File: src/sv/dmfp_pkg.sv
package dmfp_pkg;

  // Parse phases, one-hot.
  typedef enum logic [7:0] {
    PH_LEN_HI = 8'b0000_0001,
    PH_LEN_LO = 8'b0000_0010,
    PH_HEADER = 8'b0000_0100,
    PH_NAME   = 8'b0000_1000,
    PH_QTAIL  = 8'b0001_0000,
    PH_ANSWER = 8'b0010_0000,
    PH_RDATA  = 8'b0100_0000,
    PH_SKIP   = 8'b1000_0000
  } phase_t;

  // Result kinds.
  localparam logic [1:0] KIND_NAME_CHAR   = 2'd0;
  localparam logic [1:0] KIND_QUEST_AAAA  = 2'd1;
  localparam logic [1:0] KIND_ADDR_BYTE   = 2'd2;
  localparam logic [1:0] KIND_QUEST_OTHER = 2'd3;

  localparam logic [15:0] TYPE_AAAA          = 16'd28;
  localparam logic [3:0]  HEADER_BYTES       = 4'd12;
  localparam logic [3:0]  QTAIL_BYTES        = 4'd4;
  localparam logic [3:0]  ANSWER_FIXED_BYTES = 4'd12;
  localparam logic [7:0]  DOT_CHAR           = 8'h2E;

  // Header byte offsets that carry fields.
  localparam logic [3:0] OFF_ID_HI  = 4'd0;
  localparam logic [3:0] OFF_ID_LO  = 4'd1;
  localparam logic [3:0] OFF_FLAG_A = 4'd2;
  localparam logic [3:0] OFF_FLAG_B = 4'd3;
  localparam logic [3:0] OFF_AN_HI  = 4'd6;
  localparam logic [3:0] OFF_AN_LO  = 4'd7;

  // Question tail offsets.
  localparam logic [3:0] OFF_TYPE_HI  = 4'd0;
  localparam logic [3:0] OFF_TYPE_LO  = 4'd1;
  localparam logic [3:0] OFF_CLASS_HI = 4'd2;

  // Answer record offsets.
  localparam logic [3:0] OFF_TTL_FIRST = 4'd6;
  localparam logic [3:0] OFF_TTL_LAST  = 4'd9;
  localparam logic [3:0] OFF_RDLEN_HI  = 4'd10;
  localparam logic [3:0] OFF_RDLEN_LO  = 4'd11;

  // One result as it leaves the block.
  typedef struct packed {
    logic [1:0]  out_kind;
    logic [7:0]  out_byte;
    logic [15:0] message_id;
    logic        response_flag;
    logic [3:0]  operation_code;
    logic [3:0]  response_code;
    logic [15:0] answer_count;
    logic [15:0] record_type;
    logic [15:0] record_class;
    logic [31:0] time_to_live;
    logic        last_of_address;
  } result_t;

endpackage

File: src/sv/dns_message_field_parser_unit.sv
// DNS message field parser.
// Input channel: in_valid / in_stall carry one stream byte (data_byte) per
// request; the stream is a sequence of messages, each led by a two-byte
// big-endian length. Output channel: out_valid / out_stall carry one result
// per request: name characters and dots, a question-complete report, and,
// in response mode, the address bytes of the first answer with its ttl.
// Header fields ride along with every result.
// config_write / config_data set response_mode; write it only while idle.
// A taken byte waits in the input register and is parsed into the result
// register as soon as that register can take a result.
// Throughput: one byte per cycle while the receiver does not stall; the parse
// state updates between the input register and the result register.
// Bytes that make no result still pass through the input register.
// Reset clears the parser to await a length prefix and empties both
// registers. When the receiver stalls, the held result stays put, at most one
// more byte is taken into the input register, and then in_stall rises.
module dns_message_field_parser_unit (
  input  logic        clk,
  input  logic        rst,
  input  logic        config_write,
  input  logic        config_data,
  input  logic        in_valid,
  output logic        in_stall,
  input  logic [7:0]  data_byte,
  output logic        out_valid,
  input  logic        out_stall,
  output logic [1:0]  out_kind,
  output logic [7:0]  out_byte,
  output logic [15:0] message_id,
  output logic        response_flag,
  output logic [3:0]  operation_code,
  output logic [3:0]  response_code,
  output logic [15:0] answer_count,
  output logic [15:0] record_type,
  output logic [15:0] record_class,
  output logic [31:0] time_to_live,
  output logic        last_of_address
);

  logic              response_mode;
  logic              in_full;
  logic [7:0]        in_byte;
  logic              res_free;
  logic              advance;
  logic              hit;
  dmfp_pkg::result_t result;
  dmfp_pkg::result_t result_q;

  // Configuration register.
  always_ff @(posedge clk) begin
    if (rst) begin
      response_mode <= 1'b0;
    end else if (config_write) begin
      response_mode <= config_data;
    end
  end

  // The held byte moves on when the result register can take a result.
  assign res_free = !out_valid || !out_stall;
  assign advance  = in_full && res_free;
  assign in_stall = in_full && !res_free;

  // Input register.
  always_ff @(posedge clk) begin
    if (rst) begin
      in_full <= 1'b0;
    end else if (in_valid && !in_stall) begin
      in_full <= 1'b1;
    end else if (advance) begin
      in_full <= 1'b0;
    end
  end

  always_ff @(posedge clk) begin
    if (in_valid && !in_stall) begin
      in_byte <= data_byte;
    end
  end

  dmfp_parser u_parser (
    .clk           (clk),
    .rst           (rst),
    .step          (advance),
    .data_byte     (in_byte),
    .response_mode (response_mode),
    .hit           (hit),
    .result        (result)
  );

  dmfp_out_reg u_out_reg (
    .clk       (clk),
    .rst       (rst),
    .load      (advance && hit),
    .result_in (result),
    .out_stall (out_stall),
    .out_valid (out_valid),
    .result_q  (result_q)
  );

  // Result fields onto their ports.
  assign out_kind        = result_q.out_kind;
  assign out_byte        = result_q.out_byte;
  assign message_id      = result_q.message_id;
  assign response_flag   = result_q.response_flag;
  assign operation_code  = result_q.operation_code;
  assign response_code   = result_q.response_code;
  assign answer_count    = result_q.answer_count;
  assign record_type     = result_q.record_type;
  assign record_class    = result_q.record_class;
  assign time_to_live    = result_q.time_to_live;
  assign last_of_address = result_q.last_of_address;

endmodule

File: src/sv/dmfp_parser.sv
module dmfp_parser (
  input  logic              clk,
  input  logic              rst,
  input  logic              step,
  input  logic [7:0]        data_byte,
  input  logic              response_mode,
  output logic              hit,
  output dmfp_pkg::result_t result
);

  dmfp_pkg::phase_t phase, phase_next;
  logic [15:0] bytes_remaining, bytes_remaining_next;
  logic [3:0]  field_offset, field_offset_next;
  logic [7:0]  label_remaining, label_remaining_next;
  logic        label_seen, label_seen_next;
  logic [15:0] id_reg, id_reg_next;
  logic [8:0]  flag_bits, flag_bits_next;
  logic [15:0] answers, answers_next;
  logic [15:0] type_reg, type_reg_next;
  logic [15:0] class_reg, class_reg_next;
  logic [31:0] ttl_reg, ttl_reg_next;
  logic [15:0] data_left, data_left_next;

  logic [15:0] rem_dec;
  logic [15:0] len_full;
  logic [15:0] dl_dec;
  logic [3:0]  off_inc;
  logic [1:0]  kind;
  logic [7:0]  obyte;
  logic        last;

  // Field state update for one message byte.
  always_comb begin
    phase_next           = phase;
    bytes_remaining_next = bytes_remaining;
    field_offset_next    = field_offset;
    label_remaining_next = label_remaining;
    label_seen_next      = label_seen;
    id_reg_next          = id_reg;
    flag_bits_next       = flag_bits;
    answers_next         = answers;
    type_reg_next        = type_reg;
    class_reg_next       = class_reg;
    ttl_reg_next         = ttl_reg;
    data_left_next       = data_left;
    hit                  = 1'b0;
    kind                 = dmfp_pkg::KIND_NAME_CHAR;
    obyte                = 8'h00;
    last                 = 1'b0;
    rem_dec              = bytes_remaining - 16'd1;
    len_full             = {bytes_remaining[15:8], data_byte};
    dl_dec               = data_left - 16'd1;
    off_inc              = field_offset + 4'd1;

    case (phase)
      dmfp_pkg::PH_LEN_HI: begin
        bytes_remaining_next = {data_byte, 8'h00};
        phase_next           = dmfp_pkg::PH_LEN_LO;
      end
      dmfp_pkg::PH_LEN_LO: begin
        bytes_remaining_next = len_full;
        type_reg_next        = '0;
        class_reg_next       = '0;
        ttl_reg_next         = '0;
        field_offset_next    = '0;
        phase_next = (len_full == 16'd0) ? dmfp_pkg::PH_LEN_HI : dmfp_pkg::PH_HEADER;
      end
      default: begin
        bytes_remaining_next = rem_dec;
        case (phase)
          dmfp_pkg::PH_HEADER: begin
            case (field_offset)
              dmfp_pkg::OFF_ID_HI:  id_reg_next = {data_byte, 8'h00};
              dmfp_pkg::OFF_ID_LO:  id_reg_next = id_reg | {8'h00, data_byte};
              dmfp_pkg::OFF_FLAG_A: flag_bits_next = {data_byte[7], data_byte[6:3],
                                                      flag_bits[3:0]};
              dmfp_pkg::OFF_FLAG_B: flag_bits_next = {flag_bits[8:4], data_byte[3:0]};
              dmfp_pkg::OFF_AN_HI:  answers_next = {data_byte, 8'h00};
              dmfp_pkg::OFF_AN_LO:  answers_next = answers | {8'h00, data_byte};
              default: ;
            endcase
            if (off_inc >= dmfp_pkg::HEADER_BYTES) begin
              field_offset_next    = '0;
              label_remaining_next = '0;
              label_seen_next      = 1'b0;
              phase_next           = dmfp_pkg::PH_NAME;
            end else begin
              field_offset_next = off_inc;
            end
          end
          dmfp_pkg::PH_NAME: begin
            if (label_remaining != 8'd0) begin
              hit                  = 1'b1;
              kind                 = dmfp_pkg::KIND_NAME_CHAR;
              obyte                = data_byte;
              label_remaining_next = label_remaining - 8'd1;
              label_seen_next      = 1'b1;
            end else if (data_byte == 8'd0) begin
              field_offset_next = '0;
              phase_next        = dmfp_pkg::PH_QTAIL;
            end else begin
              label_remaining_next = data_byte;
              if (label_seen) begin
                hit             = 1'b1;
                kind            = dmfp_pkg::KIND_NAME_CHAR;
                obyte           = dmfp_pkg::DOT_CHAR;
                label_seen_next = 1'b0;
              end
            end
          end
          dmfp_pkg::PH_QTAIL: begin
            case (field_offset)
              dmfp_pkg::OFF_TYPE_HI:  type_reg_next = {data_byte, 8'h00};
              dmfp_pkg::OFF_TYPE_LO:  type_reg_next = type_reg | {8'h00, data_byte};
              dmfp_pkg::OFF_CLASS_HI: class_reg_next = {data_byte, 8'h00};
              default:                class_reg_next = class_reg | {8'h00, data_byte};
            endcase
            if (off_inc >= dmfp_pkg::QTAIL_BYTES) begin
              field_offset_next = '0;
              hit               = 1'b1;
              if (type_reg_next == dmfp_pkg::TYPE_AAAA) begin
                kind       = dmfp_pkg::KIND_QUEST_AAAA;
                phase_next = (response_mode && answers != 16'd0) ?
                             dmfp_pkg::PH_ANSWER : dmfp_pkg::PH_SKIP;
              end else begin
                kind       = dmfp_pkg::KIND_QUEST_OTHER;
                phase_next = dmfp_pkg::PH_SKIP;
              end
            end else begin
              field_offset_next = off_inc;
            end
          end
          dmfp_pkg::PH_ANSWER: begin
            if (field_offset >= dmfp_pkg::OFF_TTL_FIRST &&
                field_offset <= dmfp_pkg::OFF_TTL_LAST) begin
              ttl_reg_next = {ttl_reg[23:0], data_byte};
            end else if (field_offset == dmfp_pkg::OFF_RDLEN_HI) begin
              data_left_next = {data_byte, 8'h00};
            end else if (field_offset == dmfp_pkg::OFF_RDLEN_LO) begin
              data_left_next = data_left | {8'h00, data_byte};
            end
            if (off_inc >= dmfp_pkg::ANSWER_FIXED_BYTES) begin
              field_offset_next = '0;
              phase_next = (data_left_next == 16'd0) ?
                           dmfp_pkg::PH_SKIP : dmfp_pkg::PH_RDATA;
            end else begin
              field_offset_next = off_inc;
            end
          end
          dmfp_pkg::PH_RDATA: begin
            data_left_next = dl_dec;
            hit            = 1'b1;
            kind           = dmfp_pkg::KIND_ADDR_BYTE;
            obyte          = data_byte;
            last           = (dl_dec == 16'd0);
            if (dl_dec == 16'd0) begin
              phase_next = dmfp_pkg::PH_SKIP;
            end
          end
          default: ;
        endcase
        // The message length has run out: wait for the next prefix.
        if (rem_dec == 16'd0) begin
          phase_next = dmfp_pkg::PH_LEN_HI;
        end
      end
    endcase
  end

  // Result fields reflect the registers after this byte's update.
  always_comb begin
    result.out_kind        = kind;
    result.out_byte        = obyte;
    result.message_id      = id_reg_next;
    result.response_flag   = flag_bits_next[8];
    result.operation_code  = flag_bits_next[7:4];
    result.response_code   = flag_bits_next[3:0];
    result.answer_count    = answers_next;
    result.record_type     = type_reg_next;
    result.record_class    = class_reg_next;
    result.time_to_live    = ttl_reg_next;
    result.last_of_address = last;
  end

  // Parser state registers.
  always_ff @(posedge clk) begin
    if (rst) begin
      phase           <= dmfp_pkg::PH_LEN_HI;
      bytes_remaining <= '0;
      field_offset    <= '0;
      label_remaining <= '0;
      label_seen      <= 1'b0;
      id_reg          <= '0;
      flag_bits       <= '0;
      answers         <= '0;
      type_reg        <= '0;
      class_reg       <= '0;
      ttl_reg         <= '0;
      data_left       <= '0;
    end else if (step) begin
      phase           <= phase_next;
      bytes_remaining <= bytes_remaining_next;
      field_offset    <= field_offset_next;
      label_remaining <= label_remaining_next;
      label_seen      <= label_seen_next;
      id_reg          <= id_reg_next;
      flag_bits       <= flag_bits_next;
      answers         <= answers_next;
      type_reg        <= type_reg_next;
      class_reg       <= class_reg_next;
      ttl_reg         <= ttl_reg_next;
      data_left       <= data_left_next;
    end
  end

endmodule

File: src/sv/dmfp_out_reg.sv
module dmfp_out_reg (
  input  logic              clk,
  input  logic              rst,
  input  logic              load,
  input  dmfp_pkg::result_t result_in,
  input  logic              out_stall,
  output logic              out_valid,
  output dmfp_pkg::result_t result_q
);

  // Result register: holds a request until the receiver takes it.
  always_ff @(posedge clk) begin
    if (rst) begin
      out_valid <= 1'b0;
    end else if (load) begin
      out_valid <= 1'b1;
    end else if (!out_stall) begin
      out_valid <= 1'b0;
    end
  end

  // Payload needs no reset.
  always_ff @(posedge clk) begin
    if (load) begin
      result_q <= result_in;
    end
  end

endmodule
File: config.mk
export PLATFORM = sky130hd
export DESIGN_NAME = dns_message_field_parser_unit
export DESIGN_NICKNAME = d
export VERILOG_FILES = /design/src/sv/dmfp_pkg.sv /design/src/sv/dns_message_field_parser_unit.sv /design/src/sv/dmfp_parser.sv /design/src/sv/dmfp_out_reg.sv
export SDC_FILE = /design/constraint.sdc
export NUM_CORES = 1
export LEC_CHECK = 0
export BUFFER_PORTS_ARGS = -buffer_cell sky130_fd_sc_hd__clkbuf_2
export CAP_MARGIN = 20
export CORE_MARGIN = 2
export CORE_UTILIZATION = 45
export DETAILED_ROUTE_END_ITERATION = 7
export GPL_TIMING_DRIVEN = 0
export MAX_ROUTING_LAYER = met4
export PLACE_DENSITY = 0.75
export SLEW_MARGIN = 20
export SYNTH_ARGS = -nofsm -noshare
export SYNTH_HDL_FRONTEND = slang
export SYNTH_SLANG_ARGS = --single-unit
File: constraint.sdc
create_clock -name clk -period 9.72 [get_ports clk]
set_input_delay 0.972 -clock clk [delete_from_list [all_inputs] [get_ports clk]]
set_output_delay 0.972 -clock clk [all_outputs]
set_load 0.03 [all_outputs]
======== Word level (Yosys, flattened, before mapping) ========
Index checks and enable logic that the tools add are counted.
storage, ports and cells
  word-level logic and storage cells ...... 175
  latch bits .............................. 0
  register bits ........................... 285
  memories ................................ 0
  output and inout bits ................... 118
  ROM bits ................................ 0
  bits in writable memories ............... 0
cells by class
  multipliers ............................. 0
  shift-type cells ........................ 0
  equal/unequal tests ..................... 26
  reduce and logical (&&, ||, !) cells .... 33
  $add $sub $neg .......................... 4
  divide/modulo/power cells ............... 0
  bitwise gates (word level) .............. 9
  multiplexer cells ....................... 71
  magnitude comparators ................... 4
operators with widths
  cell                                                   number
  one-hot mux 16 bit (2 select lines)                    8
  two-way mux 16 bit                                     13
  two-way mux 8 bit                                      15
  bitwise OR 16 x 8 -> 16 bit                            5
  zero test 16 bit                                       4
  two-way mux 32 bit                                     2
  one-hot mux 32 bit (2 select lines)                    1
  one-hot mux 8 bit (2 select lines)                     3
  one-hot mux 8 bit (5 select lines)                     1
  subtractor 16 x 1 -> 16 bit (second input constant)    2
  != test 5 x 1 -> 1 bit (second input constant)         5
  two-way mux 9 bit                                      2
  one-hot mux 9 bit (2 select lines)                     1
  equality test 16 x 5 -> 1 bit (second input constant)  1
  two-way mux 4 bit                                      4
  nonzero test 16 bit                                    1
  nonzero test 8 bit                                     2
  two-way mux 1 bit                                      12
  one-hot mux 4 bit (3 select lines)                     1
  AND reduction 5 bit                                    2
  equality test 4 x 2 -> 1 bit (second input constant)   2
  equality test 4 x 3 -> 1 bit (second input constant)   2
  equality test 4 bit (second input constant)            2
  equality test 8 x 1 -> 1 bit (second input constant)   1
  other kinds (37)                                       55

======== Logic depth before layout (Yosys ltp) ========
Gate-level depths: netlist of run 1.
  depth after elaboration ................. 12
  depth in mapped cells ................... 11

======== By module ========
A second synthesis of run 1 with hierarchy kept.
unflattened totals
  cells, all modules ...................... 1386
  area, all modules ....................... 13256.5 um^2
by module, submodules not included
  module                         area each (um^2)  sequential area each (um^2)  cells an instance  instances
  dmfp_parser                    9411.5            3163.0                       1248               1
  dmfp_out_reg                   3512.1            3503.4                       119                1
  dns_message_field_parser_unit  332.8             280.3                        19                 1

======== Least setup slack after synthesis of run 1 ========
Ideal clock, no wire load.
  kind .................................... reg2reg
  from .................................... register u_parser.phase[1]
  to ...................................... register, netlist name u_out_reg.result_q[0]
  data arrival time ....................... 8.077 ns
  path slack .............................. 0.981 ns
  data required time ...................... 9.058 ns
  library setup time ...................... 0.662 ns
  period minus slack after synthesis ...... 8.739 ns
  cell stages (with the launch flop) ...... 7
  cells stage by stage .................... dfxtp_1 buf_2 or4_4 nor4_2 buf_2 o211ai_1 a31oi_1
between the ends
  word-level cells in the longest chain between the ends .. 4
  elaborated cells between the ends (all ways) .. 9
ends and longest elaborated chain
  item                                                                             line                                 RTL
  from (decl)                                                                      dmfp_parser.sv:11                    dmfp_pkg::phase_t phase, phase_next;
  from (signal assigned)                                                           dmfp_parser.sv:188                   phase <= dmfp_pkg::PH_LEN_HI;
  from (signal assigned)                                                           dmfp_parser.sv:201                   phase <= phase_next;
  equality test 8 x 7 -> 1 bit, or another cell as far along                       dmfp_parser.sv:70                    case (phase)
  one-hot mux 1 bit (3 select lines) / OR reduction 2 bit (equally long branches)  n/a
  two-way mux 1 bit *                                                              dmfp_parser.sv:55                    case (phase)
  logical AND 1 bit *                                                              dns_message_field_parser_unit.sv:93  .load (advance && hit),
  net u_out_reg.load                                                               dmfp_out_reg.sv:4                    input logic load,
The timed path passes the listed nets; every way through them passes the cells marked *.
A chain may end at the register's enable or synchronous reset.

======== Final worst setup path of run 1 ========
  from .................................... register u_parser.phase[1]
  to ...................................... register, netlist name u_out_reg.result_q[15]
between the ends
  word-level cells in the longest chain between the ends .. 4
  elaborated cells between the ends (all ways) .. 9
ends and longest elaborated chain
  item                                                                             line
  equality test 8 x 7 -> 1 bit, or another cell as far along                       dmfp_parser.sv:70
  one-hot mux 1 bit (3 select lines) / OR reduction 2 bit (equally long branches)  n/a
  two-way mux 1 bit *                                                              dmfp_parser.sv:55
  logical AND 1 bit *                                                              dns_message_field_parser_unit.sv:93
  net u_out_reg.load                                                               dmfp_out_reg.sv:4
Marks and branches as above.

==> impl_results.md, run 1 <==
* Placer congestion estimate at 0.9658
* Synth Flop Type: dfxtp_1
* CP startpoint kind: register
* Post-synthesis xor/xnor area fraction at 0.4647%
* Synthesized Nets at 1,447
* Post-synthesis sequential area ratio at 52.66%
* RSZ-0062 raised after global routing: no
* 1st-iter DRT viols at 1,334
* Share of the synthesized area in the top cell type at 28.22%
* Min cycle time layout at 3.736 ns
* Ys async rst share at 0%
* Synthesized-area fraction occupied by adder cells at 0.9484%
* Initial antenna violation count at 0
* Post-Layout Cell Count at 1,999
* Clock Sinks at 285
* Core Rows at 62
* Critical path cell sequence: buf_2, or4_4, nor4_2, buf_2, o211ai_1, a31oi_4, buf_16, buf_16, buf_8
* IO Port Bufs at 131
* Max_cap viols at 0
* Status: completed
* Hold buffer count at CTS at 0
* Multiplexer share of the synthesized area at 1.062%
* Drt via density at 5.942
* Top post-synthesis cells by area: edfxtp_1 28%, dfxtp_1 24%, nor2_1 5.9%
* Setup repair bufs after CTS at 0
* CP arrival at 4.01 ns
* Clk_skew at 0.01479 ns
* Cell Pwr Density at 171.1 nW/um2
* Maximum VDD drop at 0.1610 mV
* Synth Instances at 1,423
* Number of synthesized flops with an enable pin at 124
* Initial core utilization at 45.84%
* CTS tree: done
* Longest Clk Path Bufs at 3
* Largest family of logic cells by synthesized area: simple AND/OR/NAND/NOR gates
* Post-synth top cells: 207 x nor2_1, 189 x nand2_1, 161 x dfxtp_1
* Crit. End Element: register
* Synthesized area per cell at 9.271 um2
* Static Leak at 5.738 nW
* Diode count at 0
* Endpoints failing hold at 0
* Clock slew at reported path FFs at 0.06 ns
* Setup CP Type: register to register
* Req. time, crit path at 10.00 ns
* DRT antenna net count at 0
* Die Width at 175.2 um
* Via count at 11,878
* Slew margin rel. at 25.20%
* DR WL/cell at 20.01 um
* Vias in the first global route at 11,075
* Pre-CTS setup slack at 6.015 ns
* CTS H-tree depth at 1
* Max reg flops at 116
* Fin. max-slew vios at 0
* Root Buffer: clkbuf_16
* Final Setup Violations at 0
* CP max FO at 23
* Post-synthesis instance area at 13,190 um2
* Final setup margin at 5.984 ns
* Total gr overflow at 0
* Worst hold path class: register to register
* Io pins at 132
* Share of layout cells above drive strength 1 at 15.05%
* Most common cell in the netlist: nor2_1
* Post-route DRC violation count at 0
* First-pass GRT wire length at 61.99 mm
* Synth area leader: edfxtp_1
* Final WL at 39.99 mm
* DRT Pass-1 Iters at 6
* Area Growth Syn to Fin at 17.69%
* GRT Util Overall at 26.35%
* Skew-Pair Late Insertion Delay at 0.57 ns
* Worst path max stage delay at 0.58 ns
* FF+latch count, synth at 285
* Die height at 175.2 um
* Simple-gate area share of the yosys netlist at 22.54%
* Core area at 28,780 um2
* Synth cell types at 83
* Slowest cell on crit path: or4_4
* Full die area at 30,700 um2
* Largest net degree at the start of global routing at 24
* Nets at 1,616
* Placed cell count at 1,945
* Worst-margin pin slew at 1.122 ns
* Synth warn at 0
* Fmax at 0.2676 GHz
* Clock buffer count from CTS at 29
* # fillers at 2,619
* Detailed placement HPWL at 28.09 mm
* Final worst-path cycle share at 38.44%
* PostCTS Resize Cnt at 0
* Compound-Gate Fraction of Synth Area at 18.69%
critical path, delay by kind of cell (launching register included):
kind / cells / cell delay [ns]
AOI/OAI and AO/OA: 2 / 0.88
and+or+nand+nor: 2 / 1.15
buffers and inverters: 5 / 1.11
DFF: 1 / 0.29
per-layer routing:
| metal | share of wire [%] | global-route usage, % |
|---|---|---|
| met4 | 4.2 | 10.83 |
| met2 | 45 | 40.57 |
| met1 | 42 | 34.53 |
| met3 | 8.5 | 4.482 |
| met5 | 0 | - |
per-stage QoR:
step | power (mW) | instance area, um2 | util (%) | hold WS [ns] | setup TNS [ns]
after floorplan | 1.432 | 13190 | - | 0.4360 | 0
after global placement | 1.503 | 14330 | 49.79 | 0.4416 | -287.12
after detailed placement | 1.505 | 14510 | 50.43 | 0.4500 | 0
after CTS | 2.659 | 15520 | 53.93 | 0.4590 | 0
after global routing | 2.736 | 15530 | 53.95 | 0.4791 | 0
final | 2.657 | 15530 | 53.95 | 0.4568 | 0
cells by family (layout without fill, tap and decap cells):
| group | Yosys count | in the layout |
|---|---|---|
| multiplexers | 13 | 13 |
| buffers and inverters | 117 | 309 |
| adder cells (fa/ha/maj) | 10 | 10 |
| XOR/XNOR | 7 | 7 |
| flip-flops | 285 | 285 |
| AO/OA/AOI/OAI | 368 | 368 |
| AND/OR/NAND/NOR | 623 | 623 |
path summary, 6_finish.rpt:
path	endpoint	cells after the start	start	slack, ns
hold reg to reg	u_parser.id_reg[3]	2	u_parser.id_reg[3]	0.46
setup / recovery	u_out_reg.result_q[15]	9	u_parser.phase[1]	5.98
setup reg to reg	u_out_reg.result_q[15]	9	u_parser.phase[1]	5.98
hold / removal	u_parser.id_reg[3]	2	u_parser.id_reg[3]	0.46
report_power, final:
group	switching [mW]	leakage [nW]	internal (mW)	total, mW
clock	0.486	0.493	0.683	1.17
sequential	0.0131	2.49	1.25	1.27
combinational	0.159	2.76	0.0602	0.220
total	0.659	5.74	2.00	2.66
cell usage in the layout (no fill, tap or decap), types with 12 or more instances in the layout:
master       n
nor2_1     207
nand2_1    189
dfxtp_1    161
clkbuf_2   131
edfxtp_1   124
a21oi_1    118
clkbuf_1    84
a22oi_1     59
o21ai_0     50
nand3_1     49
nor3_1      46
a22o_1      32
clkbuf_16   29
nor4_1      23
a211oi_1    16
buf_2       15
inv_1       15
or3_1       13
nand4_1     12
a31oi_1     12
area by class of cell:
class / instances / area (um2) / share of cell area (%)
Clock inverter: 19 / 227.7 / 1.467
Sequential cell: 285 / 6947 / 44.74
Timing Repair Buffer: 138 / 813.3 / 5.238
Inverter: 15 / 56.30 / 0.3626
Multi-Input combinational cell: 1021 / 5801 / 37.36
Clock buffer: 35 / 778.2 / 5.013
Buffer: 102 / 422.9 / 2.724
Tap cell: 384 / 480.5 / 3.095
Note: power is estimated with default switching activity, not from simulation.
==> inputs of run 2 (changes only) <==
--- a/config.mk
+++ b/config.mk
@@ -12,7 +12,7 @@
 export DETAILED_ROUTE_END_ITERATION = 7
 export GPL_TIMING_DRIVEN = 0
 export MAX_ROUTING_LAYER = met4
-export PLACE_DENSITY = 0.75
+export PLACE_DENSITY = 0.77
 export SLEW_MARGIN = 20
 export SYNTH_ARGS = -nofsm -noshare
 export SYNTH_HDL_FRONTEND = slang
==> constraint.sdc (replaced) <==
create_clock -name clk -period 3.3 [get_ports clk]
set_input_delay 0.33 -clock clk [delete_from_list [all_inputs] [get_ports clk]]
set_output_delay 0.33 -clock clk [all_outputs]
set_load 0.03 [all_outputs]
==> run 2 against run 1 <==
Net effect: utilization increased by 0.54 points; final cell count increased by 0.60%; die area unchanged; flip-flop and latch count unchanged; worst hold slack got worse by 0.44 ns; global-route usage about the same; register-to-register slack got worse by 5.8 ns; critical path type unchanged.
==> impl_results.md, run 2 (same netlist as run 1, synthesis figures left out) <==
* Core area at 28,780 um2 (unchanged)
* Hold path startpoint: config_write (was u_parser.id_reg[3])
* Clock slew at reported path FFs at 0.06 ns (about the same)
* DRT Pass-1 Iters at 5 (was 6)
* Die height at 175.2 um (unchanged)
* Register share of total power at 47.7% (about the same)
* # fillers at 2,569 (was 2,619)
* Clock Sinks at 285 (unchanged)
* Max reg flops at 116 (unchanged)
* Core Rows at 62 (unchanged)
* Setup CP Type: register to register (unchanged)
* Min cycle time layout at 3.099 ns (was 3.736 ns)
* Via count at 11,922 (was 11,878)
* Max_cap viols at 0 (unchanged)
* Sw frac at 24.41% (was 24.81%)
* DR WL/cell at 19.97 um (was 20.01 um)
* Endpoints failing hold at 0 (unchanged)
* Fmax at 0.3227 GHz (was 0.2676 GHz)
* TNS Setup at 0 ns (unchanged)
* Initial core utilization at 45.84% (unchanged)
* Die Width at 175.2 um (unchanged)
* Diode count at 0 (unchanged)
* Crit. End Element: register (unchanged)
* Total gr overflow at 0 (unchanged)
* Static Leak at 5.817 nW (was 5.738 nW)
* Clock buffer count from CTS at 29 (unchanged)
* Most common cell after layout, fill and taps aside: nor2_1 (unchanged)
* Skew-Pair Late Insertion Delay at 0.57 ns (about the same)
* Share of layout cells above drive strength 1 at 15.06% (was 15.05%)
* Placer congestion estimate at 0.9598 (was 0.9658)
* CP max FO at 26 (was 23)
* Vias in the first global route at 11,385 (was 11,075)
* Clock power share at 43.7% (was 44.0%)
* Initial antenna violation count at 0 (unchanged)
* Req. time, crit path at 3.56 ns (was 10.00 ns)
* Slew margin rel. at 28.04% (was 25.20%)
* CP arrival at 3.36 ns (was 4.01 ns)
* Net Switching at 1.910 mW (was 659.0 uW)
* Root Buffer: clkbuf_16 (unchanged)
* Drt via density at 5.928 (was 5.942)
* Cell Pwr Density at 499.1 nW/um2 (was 171.1 nW/um2)
* CTS H-tree depth at 1 (unchanged)
* Worst-margin pin slew at 1.079 ns (was 1.122 ns)
* GRT Util Overall at 26.38% (was 26.35%)
* Final worst-path cycle share at 93.92% (was 38.44%)
* 1st-iter DRT viols at 1,516 (was 1,334)
* Clk_skew at 0.02075 ns (was 0.01479 ns)
* Most frequent cells in the layout: 207 x nor2_1, 189 x nand2_1, 161 x dfxtp_1, 132 x clkbuf_2, 124 x edfxtp_1 (was 207 x nor2_1, 189 x nand2_1, 161 x dfxtp_1, 131 x clkbuf_2, 124 x edfxtp_1)
* Fin util at 54.49% (was 53.95%)
* First-pass GRT wire length at 62.60 mm (was 61.99 mm)
* DRT antenna net count at 0 (unchanged)
* Critical path launch point: u_parser.phase[0] (was u_parser.phase[1])
* Final WL at 40.16 mm (was 39.99 mm)
* Worst hold path class: input pin to register (was register to register)
* CTS tree: done (unchanged)
* Status: completed (unchanged)
* Area Growth Syn to Fin at 18.87% (was 17.69%)
* Maximum VDD drop at 0.3907 mV (was 0.1610 mV)
* Combinational power share at 8.6% (was 8.3%)
* Post-route DRC violation count at 0 (unchanged)
* Nets at 1,628 (was 1,616)
* Final Setup Violations at 0 (unchanged)
* Fin. max-slew vios at 0 (unchanged)
* Io pins at 132 (unchanged)
* CP startpoint kind: register (unchanged)
* IO Port Bufs at 131 (unchanged)
* Int Pwr at 5.916 mW (was 1.998 mW)
* Full die area at 30,700 um2 (unchanged)
* Largest net degree at the start of global routing at 27 (was 24)
* Detailed placement HPWL at 28.12 mm (was 28.09 mm)
* Longest Clk Path Bufs at 3 (unchanged)
* RSZ-0062 raised after global routing: no (unchanged)
* RR Startpoint: u_parser.phase[0] (was u_parser.phase[1])
-- run 2: power groups by stage --
stage	registers [mW]	clock network, mW	logic (mW)
5_1_grt	3.74	3.60	0.716
2_1_floorplan	3.80	0	0.422
3_3_place_gp	3.81	0	0.626
3_5_place_dp	3.81	0	0.633
4_1_cts	3.73	3.46	0.646
6_report	3.73	3.42	0.670
-- run 2: metrics by stage --
stage	cells	hold slack, ns	power (mW)	setup WS [ns]	cell area, um2
after floorplan	1423	0.4289	4.219	-0.7699	13230
after global placement	1938	0.4420	4.432	-1.935	14370
after detailed placement	1945	0.4462	4.441	0.07455	14540
after CTS	2009	0.006199	7.837	0.05325	15630
after global routing	2011	0.02171	8.051	0.05089	15680
final	2011	0.01290	7.827	0.2008	15680
-- run 2: cell type report --
type                       count  area, um2  share of cell area, %
sequential                   285       6947                  44.30
multi-input combinational   1021       5841                  37.24
clock inverter                12      178.9                  1.141
clock buffer                  42      814.5                  5.194
inverter                      15      56.30                 0.3590
buffer                       101      429.2                  2.737
timing repair buffer         151      935.9                  5.968
tap                          384      480.5                  3.064
-- run 2: final timing paths --
path                                               end  slack, ns  depth (start not counted)
worst max-delay path            u_out_reg.result_q[33]       0.20                          8
worst min-delay path                     response_mode       0.01                          3
worst max register to register  u_out_reg.result_q[33]       0.20                          8
worst min register to register      u_parser.id_reg[3]       0.45                          2
-- run 2: routing by layer --
layer  vias up  global-route usage (%)  wire length [um]
met2       605                   42.09             18810
met3        89                   4.047              3303
met5         -                       -                 0
met1      5671                   34.41             16760
li1       5557                       -                 -
met4         0                   8.785              1291
-- run 2: critical path, stage by stage (launching register included) --
cell,delay [ns]
dfxtp_1,0.38
or4_4,0.62
nor4_4,0.32
buf_4,0.25
o211ai_1,0.28
a31oi_4,0.36
buf_8,0.20
buf_16,0.18
buf_16,0.19
-- run 2: repair_timing --
| action | 4_1_cts | 5_1_grt |
|---|---|---|
| gates resized for setup | 0 | 6 |
| endpoints found under the setup margin | 0 | 73 |
| buffers inserted | 0 | 3 |
| hold buffers | 10 | 0 |
| hold endpoints to repair | 10 | 0 |
